### config.mk
export PLATFORM = sky130hd
export DESIGN_NAME = capture_gating_fsm_with_cooldown
export DESIGN_NICKNAME = d
export VERILOG_FILES = /design/src/design/cgf_pkg.sv /design/src/design/cgf_front.sv /design/src/design/cgf_queue.sv /design/src/design/cgf_back.sv /design/src/design/capture_gating_fsm_with_cooldown.sv
export SDC_FILE = /design/constraint.sdc
export NUM_CORES = 1
export LEC_CHECK = 0
export ABC_AREA = 1
export ABC_CLOCK_PERIOD_IN_PS = 3000
export BUFFER_PORTS_ARGS = -buffer_cell sky130_fd_sc_hd__clkbuf_2
export CAP_MARGIN = 20
export CORE_ASPECT_RATIO = 1.2
export CORE_UTILIZATION = 40
export DETAILED_ROUTE_END_ITERATION = 10
export GPL_TIMING_DRIVEN = 1
export PLACE_DENSITY = 0.69
export SLEW_MARGIN = 10
export SYNTH_ARGS = -nofsm -noshare
export SYNTH_HDL_FRONTEND = slang
export SYNTH_HIERARCHICAL = 1
export SYNTH_SLANG_ARGS = --single-unit
### constraint.sdc
create_clock -name clk -period 3 [get_ports clk]
set_input_delay 0.3 -clock clk [delete_from_list [all_inputs] [get_ports clk]]
set_output_delay 0.3 -clock clk [all_outputs]
set_load 0.005 [all_outputs]
### src/design/cgf_pkg.sv
// shared types and constants for the capture gating controller
`timescale 1ns / 1ps
`default_nettype none
package cgf_pkg;

    localparam int CMD_W      = 3;
    localparam int VALUE_W    = 2;
    localparam int PHASE_W    = 3;
    localparam int COOL_W     = 16;
    localparam int RETRY_W    = 8;
    localparam int CFG_DATA_W = 16;
    localparam int CFG_IDX_W  = 1;
    localparam int QDEPTH     = 2;
    localparam int QPTR_W     = $clog2(QDEPTH);
    localparam int QCNT_W     = $clog2(QDEPTH + 1);

    typedef enum logic [CMD_W-1:0] {
        CMD_READINESS = 3'd0,
        CMD_SOURCE    = 3'd1,
        CMD_VIEW      = 3'd2,
        CMD_PERMIT    = 3'd3,
        CMD_FRAME     = 3'd4,
        CMD_TICK      = 3'd5
    } cmd_t;

    typedef enum logic [PHASE_W-1:0] {
        PH_IDLE  = 3'd0,
        PH_REQ   = 3'd1,
        PH_CAP   = 3'd2,
        PH_COOL  = 3'd3,
        PH_FINAL = 3'd4
    } phase_t;

    typedef enum logic [1:0] {
        RDY_NOT   = 2'd0,
        RDY_READY = 2'd1,
        RDY_FINAL = 2'd2
    } rdy_t;

    typedef enum logic [1:0] {
        EV_NONE  = 2'd0,
        EV_COND  = 2'd1,
        EV_FRAME = 2'd2,
        EV_TICK  = 2'd3
    } ev_kind_t;

    typedef enum logic [1:0] {
        CD_READY  = 2'd0,
        CD_SOURCE = 2'd1,
        CD_VIEW   = 2'd2,
        CD_PERMIT = 2'd3
    } cond_t;

    typedef enum logic [CFG_IDX_W-1:0] {
        REG_COOLDOWN = 1'd0,
        REG_RETRY    = 1'd1
    } cfg_reg_t;

    typedef struct packed {
        ev_kind_t kind;
        cond_t    cond;
        rdy_t     rdy;
        logic     flag;
    } event_t;

    typedef struct packed {
        logic   valid;
        event_t ev;
    } q_entry_t;

endpackage
`default_nettype wire

### src/design/cgf_front.sv
// front end: accepts requests and classifies them into events
`timescale 1ns / 1ps
`default_nettype none
module cgf_front (
    input  wire logic [cgf_pkg::CMD_W-1:0]   cmd,
    input  wire logic [cgf_pkg::VALUE_W-1:0] value,
    input  wire logic                        in_valid,
    output logic                             in_stall,
    input  wire logic                        q_full,
    output logic                             q_push,
    output cgf_pkg::event_t                  q_ev
);
    import cgf_pkg::*;

    rdy_t rdy_sat;

    assign in_stall = q_full;
    assign q_push   = in_valid && !q_full;
    assign rdy_sat  = (value == 2'd3) ? RDY_FINAL : rdy_t'(value);

    always_comb
    begin
        q_ev.kind = EV_NONE;
        q_ev.cond = CD_READY;
        q_ev.rdy  = rdy_sat;
        q_ev.flag = |value;
        unique case (cmd_t'(cmd))
            CMD_READINESS:
            begin
                q_ev.kind = EV_COND;
                q_ev.cond = CD_READY;
            end
            CMD_SOURCE:
            begin
                q_ev.kind = EV_COND;
                q_ev.cond = CD_SOURCE;
            end
            CMD_VIEW:
            begin
                q_ev.kind = EV_COND;
                q_ev.cond = CD_VIEW;
            end
            CMD_PERMIT:
            begin
                q_ev.kind = EV_COND;
                q_ev.cond = CD_PERMIT;
            end
            CMD_FRAME:
            begin
                q_ev.kind = EV_FRAME;
            end
            CMD_TICK:
            begin
                q_ev.kind = EV_TICK;
            end
            default:
            begin
                q_ev.kind = EV_NONE;
            end
        endcase
    end

endmodule
`default_nettype wire

### src/design/cgf_queue.sv
// short event queue between front and back
`timescale 1ns / 1ps
`default_nettype none
module cgf_queue (
    input  wire logic            clk,
    input  wire logic            rst_n,
    input  wire logic            push,
    input  wire cgf_pkg::event_t push_ev,
    input  wire logic            pop,
    output logic                 full,
    output cgf_pkg::q_entry_t    head
);
    import cgf_pkg::*;

    event_t            mem_reg [QDEPTH];
    logic [QPTR_W-1:0] wr_ptr_reg;
    logic [QPTR_W-1:0] wr_ptr_next;
    logic [QPTR_W-1:0] rd_ptr_reg;
    logic [QPTR_W-1:0] rd_ptr_next;
    logic [QCNT_W-1:0] count_reg;
    logic [QCNT_W-1:0] count_next;

    assign full       = (count_reg == QCNT_W'(QDEPTH));
    assign head.valid = (count_reg != '0);
    assign head.ev    = mem_reg[rd_ptr_reg];

    always_comb
    begin
        wr_ptr_next = wr_ptr_reg;
        rd_ptr_next = rd_ptr_reg;
        count_next  = count_reg;
        if (push)
        begin
            wr_ptr_next = (wr_ptr_reg == QPTR_W'(QDEPTH - 1)) ? '0 : wr_ptr_reg + 1'b1;
        end
        if (pop)
        begin
            rd_ptr_next = (rd_ptr_reg == QPTR_W'(QDEPTH - 1)) ? '0 : rd_ptr_reg + 1'b1;
        end
        if (push && !pop)
        begin
            count_next = count_reg + 1'b1;
        end
        else if (pop && !push)
        begin
            count_next = count_reg - 1'b1;
        end
    end

    always_ff @(posedge clk or negedge rst_n)
    begin
        if (!rst_n)
        begin
            wr_ptr_reg <= '0;
            rd_ptr_reg <= '0;
            count_reg  <= '0;
        end
        else
        begin
            wr_ptr_reg <= wr_ptr_next;
            rd_ptr_reg <= rd_ptr_next;
            count_reg  <= count_next;
        end
    end

    always_ff @(posedge clk)
    begin
        if (push)
        begin
            mem_reg[wr_ptr_reg] <= push_ev;
        end
    end

`ifndef SYNTHESIS
    a_count_bound: assert property (@(posedge clk) disable iff (!rst_n)
        count_reg <= QCNT_W'(QDEPTH))
        else $error("queue count over depth");

    a_no_pop_empty: assert property (@(posedge clk) disable iff (!rst_n)
        pop |-> head.valid)
        else $error("pop from empty queue");
`endif

endmodule
`default_nettype wire

### src/design/cgf_back.sv
// back end: condition latches, phase machine, cooldown timer and result register
`timescale 1ns / 1ps
`default_nettype none
module cgf_back (
    input  wire logic                           clk,
    input  wire logic                           rst_n,
    input  wire logic                           cfg_we,
    input  wire logic [cgf_pkg::CFG_IDX_W-1:0]  cfg_index,
    input  wire logic [cgf_pkg::CFG_DATA_W-1:0] cfg_data,
    input  wire cgf_pkg::q_entry_t              head,
    output logic                                pop,
    output logic                                out_valid,
    input  wire logic                           out_stall,
    output logic                                stop_capture,
    output logic                                request_capture,
    output logic                                start_capture,
    output logic [cgf_pkg::PHASE_W-1:0]         phase
);
    import cgf_pkg::*;

    logic [COOL_W-1:0]  cooldown_reg;
    logic [RETRY_W-1:0] retry_limit_reg;

    phase_t             phase_reg;
    phase_t             phase_next;
    rdy_t               rdy_reg;
    rdy_t               rdy_next;
    logic               view_reg;
    logic               view_next;
    logic               perm_reg;
    logic               perm_next;
    logic               frame_reg;
    logic               frame_next;
    logic [RETRY_W-1:0] retries_reg;
    logic [RETRY_W-1:0] retries_next;
    logic               run_reg;
    logic               run_next;
    logic [COOL_W-1:0]  count_reg;
    logic [COOL_W-1:0]  count_next;

    logic               out_valid_reg;
    logic               out_valid_next;
    logic               stop_reg;
    logic               stop_next;
    logic               req_reg;
    logic               req_next;
    logic               start_reg;
    logic               start_next;
    phase_t             out_phase_reg;

    logic               is_cond;
    logic               is_frame;
    logic               is_tick;
    logic               p_off;
    logic               p_hid;
    logic               p_go;
    phase_t             ph1;
    phase_t             ph2;
    logic               enter_cool;
    logic               tick_exp;
    logic               exp_act;
    logic               retry;
    logic               to_final;

    assign pop      = head.valid && (!out_valid_reg || !out_stall);
    assign is_cond  = pop && (head.ev.kind == EV_COND);
    assign is_frame = pop && (head.ev.kind == EV_FRAME);
    assign is_tick  = pop && (head.ev.kind == EV_TICK);

    // latched conditions as seen after this event
    assign rdy_next  = (is_cond && head.ev.cond == CD_READY)  ? head.ev.rdy  : rdy_reg;
    assign view_next = (is_cond && head.ev.cond == CD_VIEW)   ? head.ev.flag : view_reg;
    assign perm_next = (is_cond && head.ev.cond == CD_PERMIT) ? head.ev.flag : perm_reg;

    assign p_off = (rdy_next == RDY_NOT);
    assign p_hid = !p_off && !view_next;
    assign p_go  = !p_off && view_next
                   && !(rdy_next == RDY_FINAL && phase_reg == PH_FINAL);
    assign ph1   = (phase_reg == PH_IDLE) ? PH_REQ : phase_reg;
    assign ph2   = (ph1 == PH_REQ) ? PH_CAP : ph1;
    assign enter_cool = is_cond && p_go && perm_next && rdy_next == RDY_FINAL
                        && ph2 == PH_CAP;

    assign tick_exp = is_tick && run_reg && (count_reg <= COOL_W'(1));
    assign exp_act  = tick_exp && (phase_reg == PH_COOL || phase_reg == PH_FINAL);
    assign retry    = exp_act && !frame_reg && (retries_reg < retry_limit_reg);
    assign to_final = exp_act && !retry;

    // next phase
    always_comb
    begin
        phase_next = phase_reg;
        priority if (is_cond && p_off)
        begin
            phase_next = PH_IDLE;
        end
        else if (is_cond && p_hid)
        begin
            phase_next = (phase_reg == PH_FINAL) ? PH_FINAL : PH_IDLE;
        end
        else if (is_cond && p_go)
        begin
            if (!perm_next)
            begin
                phase_next = PH_REQ;
            end
            else if (enter_cool)
            begin
                phase_next = PH_COOL;
            end
            else
            begin
                phase_next = ph2;
            end
        end
        else if (to_final)
        begin
            phase_next = PH_FINAL;
        end
    end

    // command pulses and timer side
    always_comb
    begin
        stop_next    = (is_cond && (p_off || p_hid)) || to_final;
        req_next     = is_cond && p_go && phase_reg == PH_IDLE;
        start_next   = is_cond && p_go && perm_next && ph1 == PH_REQ;
        frame_next   = frame_reg;
        retries_next = retries_reg;
        run_next     = run_reg;
        count_next   = count_reg;
        if (enter_cool)
        begin
            frame_next   = 1'b0;
            retries_next = '0;
            run_next     = 1'b1;
            count_next   = cooldown_reg;
        end
        else if (is_cond && p_go && !perm_next)
        begin
            run_next = 1'b0;
        end
        else if (is_frame && phase_reg == PH_COOL)
        begin
            frame_next = 1'b1;
        end
        else if (is_tick && run_reg)
        begin
            if (tick_exp)
            begin
                run_next   = 1'b0;
                count_next = '0;
                if (retry)
                begin
                    retries_next = retries_reg + 1'b1;
                    run_next     = 1'b1;
                    count_next   = cooldown_reg;
                end
            end
            else
            begin
                count_next = count_reg - 1'b1;
            end
        end
    end

    assign out_valid_next = pop || (out_valid_reg && out_stall);

    always_ff @(posedge clk or negedge rst_n)
    begin
        if (!rst_n)
        begin
            cooldown_reg    <= COOL_W'(500);
            retry_limit_reg <= RETRY_W'(2);
        end
        else if (cfg_we)
        begin
            unique case (cfg_reg_t'(cfg_index))
                REG_COOLDOWN: cooldown_reg    <= cfg_data[COOL_W-1:0];
                REG_RETRY:    retry_limit_reg <= cfg_data[RETRY_W-1:0];
                default:      cooldown_reg    <= cooldown_reg;
            endcase
        end
    end

    always_ff @(posedge clk or negedge rst_n)
    begin
        if (!rst_n)
        begin
            phase_reg     <= PH_IDLE;
            rdy_reg       <= RDY_NOT;
            view_reg      <= 1'b0;
            perm_reg      <= 1'b0;
            frame_reg     <= 1'b0;
            retries_reg   <= '0;
            run_reg       <= 1'b0;
            count_reg     <= '0;
            out_valid_reg <= 1'b0;
        end
        else
        begin
            phase_reg     <= phase_next;
            rdy_reg       <= rdy_next;
            view_reg      <= view_next;
            perm_reg      <= perm_next;
            frame_reg     <= frame_next;
            retries_reg   <= retries_next;
            run_reg       <= run_next;
            count_reg     <= count_next;
            out_valid_reg <= out_valid_next;
        end
    end

    always_ff @(posedge clk)
    begin
        if (pop)
        begin
            stop_reg      <= stop_next;
            req_reg       <= req_next;
            start_reg     <= start_next;
            out_phase_reg <= phase_next;
        end
    end

    assign out_valid       = out_valid_reg;
    assign stop_capture    = stop_reg;
    assign request_capture = req_reg;
    assign start_capture   = start_reg;
    assign phase           = out_phase_reg;

`ifndef SYNTHESIS
    a_start_phase: assert property (@(posedge clk) disable iff (!rst_n)
        pop && start_next |-> (phase_next == PH_CAP || phase_next == PH_COOL))
        else $error("start without capturing phase");

    a_req_phase: assert property (@(posedge clk) disable iff (!rst_n)
        pop && req_next |-> (phase_next != PH_IDLE && phase_next != PH_FINAL))
        else $error("request left phase idle or final");

    a_stop_excl: assert property (@(posedge clk) disable iff (!rst_n)
        pop |-> !(stop_next && (req_next || start_next)))
        else $error("stop together with request or start");
`endif

endmodule
`default_nettype wire

### src/design/capture_gating_fsm_with_cooldown.sv
// top level of the capture gating controller with cooldown
// a request is held in the event queue, then popped by the back end into its result register
// throughput: one request per cycle while out_stall is low; the back end has a single event path
// a two-entry event queue lets the front keep accepting while the result waits
// reset: asynchronous, active low; phase idle, all conditions cleared, timer stopped
// reset config: cooldown length 500 ticks, retry limit 2
`timescale 1ns / 1ps
`default_nettype none
module capture_gating_fsm_with_cooldown (
    input  wire logic                           clk,
    input  wire logic                           rst_n,
    input  wire logic                           cfg_we,
    input  wire logic [cgf_pkg::CFG_IDX_W-1:0]  cfg_index,
    input  wire logic [cgf_pkg::CFG_DATA_W-1:0] cfg_data,
    input  wire logic                           in_valid,
    output logic                                in_stall,
    input  wire logic [cgf_pkg::CMD_W-1:0]      cmd,
    input  wire logic [cgf_pkg::VALUE_W-1:0]    value,
    output logic                                out_valid,
    input  wire logic                           out_stall,
    output logic                                stop_capture,
    output logic                                request_capture,
    output logic                                start_capture,
    output logic [cgf_pkg::PHASE_W-1:0]         phase
);
    import cgf_pkg::*;

    logic     q_full;
    logic     q_push;
    event_t   q_ev;
    logic     q_pop;
    q_entry_t q_head;

    cgf_front u_front (
        .cmd      (cmd),
        .value    (value),
        .in_valid (in_valid),
        .in_stall (in_stall),
        .q_full   (q_full),
        .q_push   (q_push),
        .q_ev     (q_ev)
    );

    cgf_queue u_queue (
        .clk     (clk),
        .rst_n   (rst_n),
        .push    (q_push),
        .push_ev (q_ev),
        .pop     (q_pop),
        .full    (q_full),
        .head    (q_head)
    );

    cgf_back u_back (
        .clk             (clk),
        .rst_n           (rst_n),
        .cfg_we          (cfg_we),
        .cfg_index       (cfg_index),
        .cfg_data        (cfg_data),
        .head            (q_head),
        .pop             (q_pop),
        .out_valid       (out_valid),
        .out_stall       (out_stall),
        .stop_capture    (stop_capture),
        .request_capture (request_capture),
        .start_capture   (start_capture),
        .phase           (phase)
    );

endmodule
`default_nettype wire
==> results_dict.tcl <==
set metrics [dict create \
    syn_inst 525 \
    finalWorstSetupSlack_ns 0.316 \
    die_w_um 98.8 \
    synth_flop_cell "dfrtp_1" \
    drv_slew 0 \
    synth_seq_cells 82 \
    cts_sinks 82 \
    firstDrtPassIters 4 \
    clkPwrFrac 0.234 \
    synth_edf_count 20 \
    syn_nets 563 \
    path_class "register to register" \
    route.detailed.wl_per_inst_um 13.2 \
    status "complete, no violations" \
    hold_violations 0 \
    synthTopCellsByArea "dfrtp_1 (31%), edfxtp_1 (13%), nand2_1 (12%), inv_1 (6.2%), dfstp_2 (4.1%)" \
    cts_tree "done" \
    power_density_mw_per_mm2 1030 \
    async_flop_share 0.756 \
    synth.distinct_cells 41 \
    hold_buffers 0 \
    dieHeight_um 118 \
    fmax_ghz 0.373 \
    finish.net_count 600 \
    crit_required_ns 3.27 \
    synth_xor_area_frac 0.0390 \
    p_sw_mw 2.06 \
    synthMuxAreaShare 0.0384 \
    critPathTopFamily "simple AND/OR/NAND/NOR gates" \
    yosysWarningCount 6 \
    max_slew_margin 0.477 \
    ioPinCount 35 \
    end_kind "register" \
    place_congestion 0.880 \
    synthSimpleGateAreaFrac 0.252 \
    vias 3551 \
    synth_largest_area_cell "dfrtp_1" \
    hp-class "input port to asynchronous set/reset pin" \
    wirelength_um 9230 \
    critPathMaxStageDelay_ns 0.60 \
    grt_first_pass_wirelength_um 15800 \
    ant_nets 0 \
    p_int_mw 3.24 \
    antenna_found_initial 0 \
    cts.htree.levels 3 \
    yosysMostFrequentCell "nand2_1" \
    comb_power_share 0.428 \
    ys_seq_area_frac 0.481 \
    swShare 0.388 \
    clock_latency_ns 0.34 \
    dp_hpwl_um 6740 \
    viasPerCell 5.08 \
    p_seq_frac 0.338 \
    peakVddDrop_uv 526 \
    critPathMaxFanout 18 \
    grt_usage 0.171 \
    timing.final.crit_share 0.895 \
    finalSetupTns_ns 0 \
    grt_max_degree 28 \
    synth_compound_gate_area_share 0.0738 \
    startpoint_type "register" \
    cts_buffer_depth 2 \
    worst_pin_slew_ns 0.782 \
    yosysTopAreaCellShare 0.306 \
    dp_worst_setup_slack_ns 0.360 \
    cts_buffers 9 \
    crit_buf_inv 2 \
    cp.arrival_ns 2.96 \
    post_cts_resized 0 \
    clkTransAtPathRegs_ns 0.06 \
    drc 0 \
    synth_adder_area_share 0.0306 \
    layout_min_cycle_time_ns 2.68 \
    dieArea_mm2 0.0117 \
    crit_slowest_cell "dfrtp_1" \
    grt_pass1_vias 3425 \
    synth_top_family_by_area "simple AND/OR/NAND/NOR gates" \
    final_area_mm2 0.00512 \
    grt-ovfl-total 0 \
    synth_commonest_cells "nand2_1 (143), inv_1 (74), dfrtp_1 (55), nor2_1 (38), nand3_1 (33)" \
    power_mw 5.30 \
    io_buffers 34 \
    num_rows 42 \
    p_leak_nw 2.65 \
    syn_avg_cell_area_um2 8.56 \
    worst_clock_skew_ns 0.00779 \
    path_cells "mux2_4 > nor2_1 > nand3_4 > o21ai_2 > o21ai_2 > nand4_2 > buf_4 > nand2_2 > inv_2 > nand2_1 > nand2_1" \
    post_synth_instance_area_mm2 0.00450 \
    finalSetupViolCount 0 \
    cts-root-buf "clkbuf_16" \
    initialDrtViolationCount 173 \
    postCtsSetupBuffers 0 \
    start_util 0.409 \
    drive_gt1_frac 0.183 \
    placeableCoreArea_mm2 0.0110 \
    utilization 0.466 \
    rsz0062_at_grt "false" \
    post_dp_cell_area_mm2 0.00478 \
    n_antenna_cell 0 \
    area_growth_pct 13.9 \
    drv_cap 0 \
]
-- layout by cell type, fill, tap and decap left out, types with 11 or more instances in the layout --
cell type | synthesis | final
ha_1 | 11 | 11
xor2_1 | 16 | 16
nor2_1 | 38 | 38
inv_1 | 74 | 74
dfrtp_1 | 55 | 55
o21ai_0 | 31 | 31
nand2_1 | 143 | 143
edfxtp_1 | 20 | 20
a21oi_1 | 18 | 18
clkbuf_2 | 0 | 34
nand3_1 | 33 | 33
-- stage by stage --
stage / std cells / hold WS (ns)
floorplan: 525 / 0.00441
global placement: 683 / 0.405
detailed placement: 683 / 0.415
CTS: 699 / 0.0443
global route: 699 / 0.0774
finish: 699 / 0.0112
-- worst reg2reg max path, cell delays in order (launching register included) --
cell     delay, ns
dfrtp_1       0.60
mux2_4        0.36
nor2_1        0.28
nand3_4       0.13
o21ai_2       0.20
o21ai_2       0.10
nand4_2       0.12
buf_4         0.28
nand2_2       0.09
inv_2         0.25
nand2_1       0.12
nand2_1       0.10
-- area by class of cell --
cell class | instances | area [um2]
Fill cell | 1069 | 5860
Sequential cell | 82 | 2160
Multi-Input combinational cell | 353 | 1950
Inverter | 76 | 285
Clock buffer | 10 | 250
Timing Repair Buffer | 40 | 215
Tap cell | 132 | 165
Clock inverter | 6 | 92.6
-- path summary, 6_finish.rpt --
kind / from / to / slack [ns] / cells after the start
worst max-delay path: u_queue/rd_ptr_reg$_DFFE_PN0P_ / u_back/count_reg[4]$_DFFE_PN0P_ / 0.32 / 11
worst max register to register: u_queue/rd_ptr_reg$_DFFE_PN0P_ / u_back/count_reg[4]$_DFFE_PN0P_ / 0.32 / 11
max in group asynchronous: rst_n / u_back/cooldown_reg[2]$_DFFE_PN1P_ / 2.19 / 2
worst min register to register: u_queue/count_reg[1]$_DFFE_PN0P_ / u_queue/count_reg[1]$_DFFE_PN0P_ / 0.47 / 2
worst min-delay path: rst_n / u_back/count_reg[15]$_DFFE_PN0P_ / 0.01 / 1
min in group clk: value[1] / u_queue/mem_reg[1][2]$_DFFE_PP_ / 0.18 / 1
-- power groups by stage --
| stage | Clock, mW | Combinational, mW | Sequential [mW] |
|---|---|---|---|
| global route | 1.33 | 2.58 | 1.84 |
| detailed placement | 0 | 2.24 | 1.81 |
| finish | 1.24 | 2.27 | 1.79 |
| CTS | 1.28 | 2.26 | 1.79 |
| floorplan | 0 | 1.85 | 1.72 |
| global placement | 0 | 2.19 | 1.80 |
-- per-layer routing --
layer / vias to the layer above / track usage / part of all wire
met5: - / 0 / 0
li1: 1750 / - / -
met4: 0 / 0.0756 / 0.025
met1: 1689 / 0.205 / 0.42
met2: 90 / 0.286 / 0.51
met3: 22 / 0.0438 / 0.046
-- kinds of logic after synthesis --
kind of cell,Yosys count
DFF,82
and+or+nand+nor,251
muxes,13
AOI/OAI and AO/OA,58
buffers and inverters,90
xor gates and xnor gates,20
adders and majority gates,11
(Power assumes the default switching activity.)
